## config.mk

```make
export PLATFORM = sky130hd
export DESIGN_NAME = efq_queue
export DESIGN_NICKNAME = d
export VERILOG_FILES = /design/src/hw/rtl/assert_macros.svh /design/src/hw/rtl/efq_pkg.sv /design/src/hw/rtl/efq_queue.sv
export SDC_FILE = /design/constraint.sdc
export NUM_CORES = 1
export LEC_CHECK = 0
export BUFFER_PORTS_ARGS = -buffer_cell sky130_fd_sc_hd__buf_2
export CORE_UTILIZATION = 56
export DETAILED_ROUTE_END_ITERATION = 6
export PLACE_DENSITY = 0.84
export SYNTH_ARGS = -nofsm -noshare
export SYNTH_HDL_FRONTEND = slang
export SYNTH_SLANG_ARGS = --single-unit
```

## constraint.sdc

```tcl
create_clock -name clk -period 14.6 [get_ports clk]
set_clock_uncertainty 0.05 [all_clocks]
set_input_delay 2.19 -clock clk [delete_from_list [all_inputs] [get_ports clk]]
set_output_delay 2.19 -clock clk [all_outputs]
set_load 0.01 [all_outputs]
```

## src/hw/rtl/assert_macros.svh

```systemverilog
// Assertion macros used by the core RTL file of the event filter queue.
// Depends on nothing; the user supplies clock and reset names clk and rst_n.
`ifndef ASSERT_MACROS_SVH
`define ASSERT_MACROS_SVH

`ifndef SYNTH
// The property must hold at every rising edge outside reset.
`define EFQ_ASSERT(lbl, prop, msg) \
    lbl: assert property (@(posedge clk) disable iff (!rst_n) prop) else $error(msg);
// The expression must never be true outside reset.
`define EFQ_NEVER(lbl, expr, msg) \
    lbl: assert property (@(posedge clk) disable iff (!rst_n) !(expr)) else $error(msg);
`else
`define EFQ_ASSERT(lbl, prop, msg)
`define EFQ_NEVER(lbl, expr, msg)
`endif

`endif

```

## src/hw/rtl/efq_pkg.sv

```systemverilog
// Types and constants of the event filter queue.
// Used by the front end, queue, back end and core modules; depends on nothing.
`default_nettype none

package efq_pkg;

    localparam int ID_W   = 32;
    localparam int WORD_W = 64;
    localparam int LONG_W = 64;
    localparam int OVF_W  = 32;
    localparam int ENTRY_W = ID_W + WORD_W + LONG_W;

    localparam logic [OVF_W-1:0] OVF_MAX = '1;

    typedef enum logic [2:0] {
        REQ_EVENT = 3'd0,
        REQ_SUB   = 3'd1,
        REQ_UNSUB = 3'd2,
        REQ_POP   = 3'd3,
        REQ_OVF   = 3'd4
    } req_t;

    // Work left for the back end once the front end has classified a request.
    typedef enum logic [1:0] {
        BK_DIRECT = 2'd0,
        BK_PUSH   = 2'd1,
        BK_POP    = 2'd2,
        BK_OVF    = 2'd3
    } back_op_t;

    typedef enum logic {
        BK_IDLE = 1'b0,
        BK_READ = 1'b1
    } back_state_t;

    typedef struct packed {
        back_op_t          op;
        logic [ID_W-1:0]   id;
        logic [WORD_W-1:0] word;
        logic [LONG_W-1:0] lng;
        logic              matched;
        logic              forward;
        logic              status;
    } efq_cmd_t;

endpackage

`default_nettype wire

```

## src/hw/rtl/efq_queue.sv

```systemverilog
// Two-entry command queue between the front end and the back end.
// Depends on efq_pkg.
`default_nettype none

module efq_queue
    import efq_pkg::*;
(
    input  wire logic     clk,
    input  wire logic     rst_n,
    input  wire logic     push,
    input  wire efq_cmd_t push_cmd,
    output logic          full,
    input  wire logic     pop,
    output logic          head_valid,
    output efq_cmd_t      head
);

    efq_cmd_t   slot_reg [2];
    logic       wr_ptr_reg, wr_ptr_next;
    logic       rd_ptr_reg, rd_ptr_next;
    logic [1:0] cnt_reg, cnt_next;

    assign full       = (cnt_reg == 2'd2);
    assign head_valid = (cnt_reg != 2'd0);
    assign head       = slot_reg[rd_ptr_reg];

    always_comb
    begin
        wr_ptr_next = push ? ~wr_ptr_reg : wr_ptr_reg;
        rd_ptr_next = pop ? ~rd_ptr_reg : rd_ptr_reg;
        cnt_next    = cnt_reg + 2'(push) - 2'(pop);
    end

    always_ff @(posedge clk or negedge rst_n)
    begin
        if (!rst_n)
        begin
            wr_ptr_reg <= 1'b0;
            rd_ptr_reg <= 1'b0;
            cnt_reg    <= 2'd0;
        end
        else
        begin
            wr_ptr_reg <= wr_ptr_next;
            rd_ptr_reg <= rd_ptr_next;
            cnt_reg    <= cnt_next;
        end
    end

    always_ff @(posedge clk)
    begin
        if (push)
        begin
            slot_reg[wr_ptr_reg] <= push_cmd;
        end
    end

endmodule

`default_nettype wire

```

== Word-level counts from Yosys, hierarchy flattened ==
Memories as Yosys holds them, arrays and structs flattened.
Index checks and enable logic that the tools add are counted.
Widths: inputs -> output; s select.
Cells by class
  add/subtract/negate cells: 2
  equal/unequal tests: 1
  multiplexer cells: 2
  bitwise logic cells: 2
  reduce and logical (&&, ||, !) cells: 1
Operators with widths (count)
  $add 2x1->2: 1
  $eq 2x2->1 const B: 1
  $mux 1: 2
  $not 1->1: 2
  $reduce_bool 2->1: 1
  $sub 2x1->2: 1
Storage, ports and cells
  bits in registers: 4
  memory bits (writable): 330
  input bits: 169
  output and inout port bits: 167
  word-level logic and storage cells: 12
  memories: 1
Memory list
  slot_reg: depth 2, bits a word 165, read ports 1, clocked after memory_dff 0, write ports 1, RTL line efq_queue.sv:18  | efq_cmd_t slot_reg [2];

== Depth between registers and ports, before layout ==
  depth after elaboration: 2
  depth in mapped cells: 5
  gate-level depth less buffers: 5

== Worst setup path before layout ==
No wires, ideal clock.
  path type: input to register
  start: in push
  end: mem slot_reg[0][0] in the netlist's numbering, enable pin
  setup time: 0.712 ns
  arrival: 9.319 ns
  data required time: 13.838 ns
  slack: 4.520 ns
  stages on the path: 1
  path buffers: 0
  cell sequence: nor2b_1
Between the ends
  longest elaborated chain between the ends: 2
RTL lines
  from (decl): RTL line efq_queue.sv:10  | input wire logic push,
  $mux 1: RTL line efq_queue.sv:52  | if (push)
  $mux 1 (implied by the code): RTL line efq_queue.sv:54  | slot_reg[wr_ptr_reg] <= push_cmd;
  to (decl): RTL line efq_queue.sv:18
No other way between the ends.

==> flow_summary.toml <==
[layout]
fill_cells = 1301
final_common_cell = "buf_2"
seqCellArea_um2 = 10000
most-common-layout-cells = "buf_2 (335), edfxtp_1 (330), mux2_2 (165)"
nets = 1058
stdcell_count = 1196
drive_above_1_share = 0.609
finalInstanceArea_um2 = 15100
largest_reg_flops = 330
multi_input_comb_area_um2 = 1960
areaGrowthSynthToFinish_pct = 24.5

[global_route]
grtUsageMet3 = 0.0560
globalRouteTotalUtil = 0.208
grt_use_met1 = 0.235
grt_max_degree = 77
overflow = 0
busiest_layer = "met2"
grt_util_met2 = 0.364
grt_pass1_wl_mm = 34.7
grt_pass1_vias = 6624
grt_antenna_before_repair = 8

[power_and_ir_drop]
ir_drop_v = 0.000201
p_leak_nw = 5.72
power.density_nw_per_um2 = 195

[route]
totalWireLength_mm = 23.7
first_pass_iters = 6
drc = 0
drt_iter0_markers = 272
antenna_left = 0
vias = 6211
wl_per_cell_um = 19.8
viasPerCell = 5.19

[critical_path]
crit_slowest_cell = "buf_4"
crit_type = "flip-flop to output pin"
path_cells = "buf_4 > buf_4 > mux2_2 > buf_2"
crit_buf_inv = 3
reg2reg_slack_ns = 12.03
cp-start-kind = "flip-flop"
crit_fanout = 76
critical_path_arrival_ns = 3.46
cpMostUsedCell = "buf_4"
critPathTopFamily = "buffers and inverters"
end_kind = "output pin"
required_ns = 12.36
crit_path_max_incr_delay_ns = 0.85
worstSetupStartpoint = "rd_ptr_reg"
reg2reg_from = "wr_ptr_reg"

[timing]
rsz0062_at_grt = "false"
fmax_mhz = 175
fin_ws_ns = 8.90
setup_violations = 0
final.period_utilization = 0.391
worst_slew_pin_slew_ns = 0.985
slew_headroom = 0.343
hold_viol = 0
period_needed_ns = 5.70
report.final.slew_viol_count = 0
finalSetupTns_ns = 0

[logic_synthesis]
yosysSeqAreaShare = 0.824
synth_seq_cells = 334
netlist_area_um2 = 12100
syn_inst = 528
synth.avg_cell_area_um2 = 23.0
yosysWarnings = 0
synth_fp_nets = 699
synth_cell_types = 13

[clock_tree]
hold_buffers = 0
cts_tree = "built"
cts_resized = 0
post-cts-setup-buffers = 0
clockBufferDepth = 3
clock_latency_ns = 0.48
htree_num_levels = 2
cts_buffers = 34
cts.clk_slew.worst_paths_ns = 0.06
cts.sinks = 334
root_buffer = "clkbuf_16"

[flow_run]
cap_violations = 0

[floorplan]
die_w_um = 149
ios = 336
die_h_um = 149
rows = 53
start_util = 0.574
core_area_um2 = 21200
die_area_um2 = 22300

[placement]
dp_slack_ns = 9.44
dp.cells = 1126
placed_area_um2 = 14000
port_buffers = 335
place.gp.congestion = 0.740
dpl.hpwl_mm = 15.5

[hold_path]
hp-start = "wr_ptr_reg"
min_path_type = "flip-flop to flip-flop"

[status]
status = "finished, final reports clean"
-- routing by layer --
metal  routed length, um  part of all wire  vias up
met4                 740             0.031        0
met1                8600              0.36     3054
met2               12600              0.53      265
met5                   0                 0        -
li1                    -                 -     2841
met3                1730             0.073       51
-- Yosys cell counts (all sizes together) --
cell      n  area (um^2)
edfxtp  330         9910
mux2    165         1860
ha        2         25.0
or2       1         6.26
buf      18          183
nor2b     2         12.5
and2      1         6.26
xor2      2         17.5
inv       2         7.51
dfrtp     4          100
xor3      1         23.8
-- power by group --
group	switching (mW)	internal (mW)
Combinational	0.438	0.367
Sequential	0.0584	1.28
Clock	0.332	0.479
-- per-stage QoR --
stage	power, mW	utilization	hold slack [ns]
finish	2.95	0.715	0.516
global route	3.07	0.715	0.531
CTS	2.98	0.714	0.510
detailed placement	2.16	0.664	0.498
global placement	2.14	0.664	0.479
floorplan	1.92	-	0.405
-- area by class of cell --
type,instances,area share
timing repair buffer,341,0.114
inverter,2,0.000496
clock inverter,17,0.00711
multi-input combinational,174,0.130
tap,275,0.0227
sequential,334,0.662
clock buffer,44,0.0629
antenna,9,0.00149
-- logic make-up after synthesis --
logic type               synth area share
flip-flops                          0.824
buffers and inverters              0.0157
AND/OR/NAND/NOR                   0.00206
XOR/XNOR                          0.00340
adder cells (fa/ha/maj)           0.00206
multiplexers                        0.153
-- final timing paths --
path,to,cells past startpoint
worst max-delay path,head[20],4
worst min-delay path,wr_ptr_reg,1
worst max register to register,slot_reg[0][98],2
worst min register to register,wr_ptr_reg,1
max in group asynchronous,rd_ptr_reg,1
min in group asynchronous,cnt_reg[0],1
Note: power is estimated with default switching activity, not from simulation.
