$ cat config.mk
export PLATFORM = sky130hd
export DESIGN_NAME = efq_front
export DESIGN_NICKNAME = d
export VERILOG_FILES = /design/src/hw/rtl/assert_macros.svh /design/src/hw/rtl/efq_pkg.sv /design/src/hw/rtl/efq_front.sv
export SDC_FILE = /design/constraint.sdc
export NUM_CORES = 2
export LEC_CHECK = 0
export BUFFER_PORTS_ARGS = -buffer_cell sky130_fd_sc_hd__buf_2
export CAP_MARGIN = 0
export CELL_PAD_IN_SITES_DETAIL_PLACEMENT = 1
export CELL_PAD_IN_SITES_GLOBAL_PLACEMENT = 2
export CORE_MARGIN = 4
export CORE_UTILIZATION = 44
export CTS_CLUSTER_DIAMETER = 200
export CTS_CLUSTER_SIZE = 10
export DETAILED_ROUTE_END_ITERATION = 10
export PLACE_DENSITY = 0.88
export SYNTH_ARGS = -nofsm -noshare
export SYNTH_HDL_FRONTEND = slang
export SYNTH_SLANG_ARGS = --single-unit
$ cat constraint.sdc
create_clock -name clk -period 16.15 [get_ports clk]
set_clock_uncertainty 0.05 [all_clocks]
set_input_delay 0.8075 -clock clk [delete_from_list [all_inputs] [get_ports clk]]
set_output_delay 0.8075 -clock clk [all_outputs]
set_load 0.05 [all_outputs]
$ cat src/hw/rtl/assert_macros.svh
// Assertion macros used by the core RTL file of the event filter queue.
// Depends on nothing; the user supplies clock and reset names clk and rst_n.
`ifndef ASSERT_MACROS_SVH
`define ASSERT_MACROS_SVH

`ifndef SYNTH
// The property must hold at every rising edge outside reset.
`define EFQ_ASSERT(lbl, prop, msg) \
    lbl: assert property (@(posedge clk) disable iff (!rst_n) prop) else $error(msg);
// The expression must never be true outside reset.
`define EFQ_NEVER(lbl, expr, msg) \
    lbl: assert property (@(posedge clk) disable iff (!rst_n) !(expr)) else $error(msg);
`else
`define EFQ_ASSERT(lbl, prop, msg)
`define EFQ_NEVER(lbl, expr, msg)
`endif

`endif

$ cat src/hw/rtl/efq_pkg.sv
// Types and constants of the event filter queue.
// Used by the front end, queue, back end and core modules; depends on nothing.
`default_nettype none

package efq_pkg;

    localparam int ID_W   = 32;
    localparam int WORD_W = 64;
    localparam int LONG_W = 64;
    localparam int OVF_W  = 32;
    localparam int ENTRY_W = ID_W + WORD_W + LONG_W;

    localparam logic [OVF_W-1:0] OVF_MAX = '1;

    typedef enum logic [2:0] {
        REQ_EVENT = 3'd0,
        REQ_SUB   = 3'd1,
        REQ_UNSUB = 3'd2,
        REQ_POP   = 3'd3,
        REQ_OVF   = 3'd4
    } req_t;

    // Work left for the back end once the front end has classified a request.
    typedef enum logic [1:0] {
        BK_DIRECT = 2'd0,
        BK_PUSH   = 2'd1,
        BK_POP    = 2'd2,
        BK_OVF    = 2'd3
    } back_op_t;

    typedef enum logic {
        BK_IDLE = 1'b0,
        BK_READ = 1'b1
    } back_state_t;

    typedef struct packed {
        back_op_t          op;
        logic [ID_W-1:0]   id;
        logic [WORD_W-1:0] word;
        logic [LONG_W-1:0] lng;
        logic              matched;
        logic              forward;
        logic              status;
    } efq_cmd_t;

endpackage

`default_nettype wire

$ cat src/hw/rtl/efq_front.sv
// Front end: accepts requests, keeps the subscription table and classifies events.
// Depends on efq_pkg; hands one command per request to the queue.
`default_nettype none

module efq_front
    import efq_pkg::*;
#(
    parameter int SUB_ENTRIES = 32
) (
    input  wire logic              clk,
    input  wire logic              rst_n,
    input  wire logic              accept,
    input  wire logic [2:0]        req_type,
    input  wire logic [ID_W-1:0]   msg_id,
    input  wire logic [WORD_W-1:0] word_param,
    input  wire logic [LONG_W-1:0] long_param,
    input  wire logic              consume_flag,
    output efq_cmd_t               cmd
);

    localparam int CNT_W = $clog2(SUB_ENTRIES + 1);
    localparam int IDX_W = (SUB_ENTRIES > 1) ? $clog2(SUB_ENTRIES) : 1;
    localparam logic [CNT_W-1:0] CNT_FULL = CNT_W'(SUB_ENTRIES);

    logic [ID_W-1:0]  sub_ids_reg [SUB_ENTRIES];
    logic [ID_W-1:0]  sub_ids_next [SUB_ENTRIES];
    logic             sub_cons_reg [SUB_ENTRIES];
    logic             sub_cons_next [SUB_ENTRIES];
    logic [CNT_W-1:0] sub_count_reg, sub_count_next;

    logic [SUB_ENTRIES-1:0] hit;
    logic [IDX_W-1:0]       hit_idx;
    logic                   any_hit;
    logic                   hit_cons;
    logic                   table_full;

    // Ids in the table are unique, so at most one hit bit is set and an
    // OR of the hit indexes gives the matching entry.
    always_comb
    begin
        hit_idx  = '0;
        hit_cons = 1'b0;
        for (int i = 0; i < SUB_ENTRIES; i++)
        begin
            hit[i] = (CNT_W'(i) < sub_count_reg) && (sub_ids_reg[i] == msg_id);
            if (hit[i])
            begin
                hit_idx  = hit_idx | IDX_W'(i);
                hit_cons = hit_cons | sub_cons_reg[i];
            end
        end
        any_hit    = |hit;
        table_full = (sub_count_reg == CNT_FULL);
    end

    always_comb
    begin
        cmd.op      = BK_DIRECT;
        cmd.id      = msg_id;
        cmd.word    = word_param;
        cmd.lng     = long_param;
        cmd.matched = 1'b0;
        cmd.forward = 1'b0;
        cmd.status  = 1'b0;
        unique case (req_type)
            REQ_EVENT:
            begin
                if (any_hit)
                begin
                    cmd.op      = BK_PUSH;
                    cmd.matched = 1'b1;
                    cmd.forward = ~hit_cons;
                end
                else
                begin
                    cmd.forward = 1'b1;
                end
            end
            REQ_SUB:
            begin
                cmd.status = ~any_hit & table_full;
            end
            REQ_POP:
            begin
                cmd.op = BK_POP;
            end
            REQ_OVF:
            begin
                cmd.op = BK_OVF;
            end
            default:
            begin
                cmd.op = BK_DIRECT;
            end
        endcase
    end

    always_comb
    begin
        sub_count_next = sub_count_reg;
        for (int i = 0; i < SUB_ENTRIES; i++)
        begin
            sub_ids_next[i]  = sub_ids_reg[i];
            sub_cons_next[i] = sub_cons_reg[i];
        end
        if (accept && (req_type == REQ_SUB))
        begin
            if (any_hit)
            begin
                for (int i = 0; i < SUB_ENTRIES; i++)
                begin
                    if (hit[i])
                    begin
                        sub_cons_next[i] = consume_flag;
                    end
                end
            end
            else if (!table_full)
            begin
                for (int i = 0; i < SUB_ENTRIES; i++)
                begin
                    if (CNT_W'(i) == sub_count_reg)
                    begin
                        sub_ids_next[i]  = msg_id;
                        sub_cons_next[i] = consume_flag;
                    end
                end
                sub_count_next = sub_count_reg + CNT_W'(1);
            end
        end
        else if (accept && (req_type == REQ_UNSUB) && any_hit)
        begin
            // Every entry from the removed one upward takes its upper neighbor.
            for (int i = 0; i + 1 < SUB_ENTRIES; i++)
            begin
                if (IDX_W'(i) >= hit_idx)
                begin
                    sub_ids_next[i]  = sub_ids_reg[i+1];
                    sub_cons_next[i] = sub_cons_reg[i+1];
                end
            end
            sub_count_next = sub_count_reg - CNT_W'(1);
        end
    end

    always_ff @(posedge clk or negedge rst_n)
    begin
        if (!rst_n)
        begin
            sub_count_reg <= '0;
        end
        else
        begin
            sub_count_reg <= sub_count_next;
        end
    end

    always_ff @(posedge clk)
    begin
        for (int i = 0; i < SUB_ENTRIES; i++)
        begin
            sub_ids_reg[i]  <= sub_ids_next[i];
            sub_cons_reg[i] <= sub_cons_next[i];
        end
    end

endmodule

`default_nettype wire

# Yosys cells after proc, flatten, opt, wreduce, memory -nomap -nowiden
# Memories as Yosys holds them, arrays and structs flattened.
# Cells that the tools add are included.
# classes
mux	636
eq_ne	70
n_reduce_logical	40
bitwise	34
order_cmp	63
add_sub_neg	2
# ops
cell	n
$mux 32	227
$mux 1024	5
$mux 992	3
$eq 32x32->1	32
$mux 1	357
$eq 5x6->1 const A	16
$lt 5x6->1 const A	16
$mux 31	3
$mux 5	16
$ge 5x5->1 const A	15
$eq 4x6->1 const A	8
$lt 4x6->1 const A	8
$mux 6	8
$ge 4x5->1 const A	8
$logic_and 1x1->1	35
$mux 4	8
$reduce_or 32->1	1
$or 1x1->1	31
$eq 3x6->1 const A	4
$lt 3x6->1 const A	4
$ge 3x5->1 const A	4
$eq 2x6->1 const A	2
$lt 1x6->1 const A	2
$lt 2x6->1 const A	2
19 further kinds	30
# word_totals
ram_bits	1056
output_inout_bits	165
n_memories	2
ff_bits	6
elab_cells	848
# mem_list
name	depth	width	read_ports	rd_ports_with_merged_regs	wr	line	text
sub_ids_reg	32	32	32	0	32	efq_front.sv:25	logic [ID_W-1:0] sub_ids_reg [SUB_ENTRIES];
sub_cons_reg	32	1	32	0	32	efq_front.sv:27	logic sub_cons_reg [SUB_ENTRIES];

# Logic depth before layout (Yosys ltp)
# An unclocked memory read counts as a cell.
# depth
ltp_word	70
ltp_mapped	15

# Least setup slack after synthesis
# Ideal clock, no wire load.
# synth_timing
path_type	input -> register
startpoint	input msg_id[30]
endpoint	memory sub_ids_reg[31][0], in the netlist sub_ids_reg[1][480], enable pin
path_buffers	3
slack_ns	9.997
arrival_ns	5.601
cell_stages	11
t_required_ns	15.599
cell_sequence	buf_2 > buf_4 > buf_6 > xor2_1 > nor4_1 > nand3_1 > nor3_1 > nor4_2 > nand4_4 > nand2b_1 > nor4_1
# synth_lines
item	line	text
from (decl)	efq_front.sv:14	input wire logic [ID_W-1:0] msg_id,
to (decl)	efq_front.sv:25	

==> reports/metrics.yaml <==
vias: 44490
syn_area_sq_um: 58120
grt_pass1_vias: 44970
cts_hold_buf: 1
fill_cells: 14310
syn_avg_cell_area_sq_um: 10.33
antenna_found_initial: 8
maxCapViolations: 2
crit_top_cell: "nand4_1"
swShare_pct: 28.78
cpPeakStageDelay_ns: 1.10
cts_tree: "done"
max-vdd-ir-drop_uv: 89.58
fmaxAchievable_mhz: 131.7
p_int_mw: 4.583
synth_top_cell_by_area: "edfxtp_1"
grt-ovfl-total: 0
clock-sinks: 1062
start_util_pct: 44.26
multi_input_area_sq_um: 22970
yosysUniqueCellTypes: 86
fin_tns_setup_ns: 0
rows: 133
cp_data_required_time_ns: 16.73
largest_register_ff_count: 1024
finalWeightedCongestion: 1.008
async_flop_share_pct: 0.5650
hold_class: "in -> reg"
area_delta_synth_final_pct: 5.923
ant_nets: 0
violations: "capacitance limit"
seq_area_sq_um: 31860
grt_pass1_wl_um: 330100
cts_max_path_buffers: 3
die_h_um: 371.4
routed_via_density: 6.193
endpoint_kind: "flip-flop"
final_cells: 7183
preCtsSetupSlack_ns: 8.858
grt_usage_pct: 33.48
relSlewSlack_pct: 1.820
layout.nets: 5574
die_area_sq_um: 138000
layout-drive-gt1-share_pct: 7.342
outcome: "finished, violations left"
syn-num-nets: 5798
firstDrtPassIters: 5
ioPinCount: 332
core_area_sq_um: 131300
fin_crit_ns: 7.594
ys_seq_area_share_pct: 54.82
finalHoldViolCount: 0
hpwl_um: 152000
path_clk_slew_ns: 0.06
grt_max_degree: 228
critPathLaunchType: "flip-flop"
cts_setup_buffers: 0
p_leak_nw: 25.47
yosysWarnings: 0
p_per_area_nw_per_um2: 104.5
dp_cells: 7038
clkPwrFrac_pct: 37.2
root_buffer: "clkbuf_16"
pwr-share-seq_pct: 49.0
grt_setup_unrepaired: "false"
syn_inst: 5626
fin_ws_ns: 8.556
totalWireLength_um: 235400
crit_arrival_ns: 8.17
htree_levels: 3
finalCoreUtilization_pct: 46.89
die_w_um: 371.4
fin_crit_sh_pct: 47.02
switchingPower_mw: 1.852
ys.flop_type: "edfxtp_1"
cts-resized-gates: 0
cts_made_buffers: 116
ys_ff_latch: 1062
worst-path-max-fanout: 44
synth_edf_count: 1056
path_cells: "inv_1, ha_1, nand4_1, nand4_1, nor4_1, nor4_2, nand4_2, nor2_4, buf_4, nand4_1, buf_4, nand2_1"
yosysTopAreaCellShare_pct: 54.56
path_class: "reg -> reg"
wire_per_inst_um: 32.78
ys_top_cells_by_area: "edfxtp_1 (55%), nand2_1 (14%), xor2_1 (13%), buf_4 (3.1%), nor4_1 (3.1%)"
combPwrFrac_pct: 13.8
finalSetupViolCount: 0
drc_errors: 0
clock_latency_ns: 0.78
dr.first_iter.drc_count: 6198
numPortBuffers: 75
worst_pin_slew_ns: 1.459
drv_slew: 0
cpMaxStageDelayCell: "nand4_1"
==> Yosys cell counts (12+ instances only) <==
master / number
nand2_1: 2111
nand3_1: 46
xnor2_1: 195
nor2_1: 46
a311oi_1: 21
clkbuf_1: 131
buf_4: 238
xor2_1: 838
o21ai_0: 13
edfxtp_1: 1056
buf_6: 55
nand4_1: 147
a21oi_1: 39
nor4_1: 284
buf_2: 115
a211oi_1: 12
nor3_1: 88
nor3_2: 18
==> layer usage <==
metal	GRT usage [%]	part of all wire (%)	vias up
met5	0	0.0055	-
met4	15.35	5.2	2
met2	51.39	44	2878
met1	44.97	39	22480
met3	8.136	11	654
li1	-	-	18470
==> final timing paths <==
check | to | slack, ns | startpoint | depth (start not counted)
min in group asynchronous | sub_count_reg[4] | 0.39 | rst_n | 2
min reg2reg | sub_ids_reg[0][23] | 0.50 | sub_ids_reg[0][55] | 2
min | sub_ids_reg[1][511] | 0.24 | msg_id[31] | 1
max | sub_ids_reg[1][386] | 8.56 | sub_count_reg[1] | 12
max in group asynchronous | sub_count_reg[5] | 15.47 | rst_n | 2
max reg2reg | sub_ids_reg[1][386] | 8.56 | sub_count_reg[1] | 12
==> power by group through the flow <==
stage | clock (mW) | combinational (mW) | sequential (mW)
detailed placement | 0 | 0.854 | 3.21
global placement | 0 | 0.840 | 3.21
finish | 2.39 | 0.888 | 3.16
floorplan | 0 | 0.622 | 3.19
CTS | 2.41 | 0.857 | 3.15
global route | 2.51 | 0.915 | 3.16
==> cells by family after synthesis <==
group | share of synthesized area (%)
fa+ha+maj | 0.1076
xor+xnor | 15.57
mux | 0.01722
buf+inv | 6.112
simple gates | 21.45
compound gates | 1.923
flops | 54.82
==> worst max-delay path, delay by kind of cell, from the launching register on <==
kind          cells  cell delay [ns]
buf+inv           3             1.85
fa+ha+maj         1             1.09
simple gates      8             3.73
flops             1             0.60
==> cell type report <==
class	count	area share [%]
Clock buffer	129	4.795
Timing Repair Buffer	204	2.301
Tap cell	1755	3.567
Multi-Input combinational cell	4010	37.31
Inverter	8	0.04878
Clock inverter	8	0.1911
Antenna cell	7	0.02846
Sequential cell	1062	51.76
==> cells in the final DEF (no fill, tap or decap), drive strengths merged, types with 7 or more instances in the layout <==
| cell | synthesis | final |
|---|---|---|
| edfxtp | 1056 | 1056 |
| inv | 8 | 13 |
| a311oi | 21 | 21 |
| nor2 | 49 | 49 |
| clkbuf | 133 | 129 |
| xnor2 | 195 | 195 |
| a221oi | 8 | 8 |
| a21oi | 40 | 40 |
| nor4 | 295 | 295 |
| a211oi | 15 | 15 |
| and4 | 7 | 7 |
| diode | 0 | 7 |
| nand2 | 2112 | 2112 |
| nand2b | 8 | 8 |
| nand3 | 46 | 46 |
| nor3 | 107 | 107 |
| nor4b | 12 | 12 |
| buf | 412 | 203 |
| nand4 | 149 | 149 |
| xor2 | 838 | 838 |
| o21ai | 20 | 20 |
==> through the flow <==
step	power, mW	hold WS (ns)	area (sq um)
6_report	6.436	0.2411	61560
5_1_grt	6.584	0.2074	61540
4_1_cts	6.423	0.1892	61540
3_5_place_dp	4.064	0.4926	58460
3_3_place_gp	4.049	0.4822	58460
2_1_floorplan	3.809	0.4619	58120
Note: power is estimated with default switching activity, not from simulation.
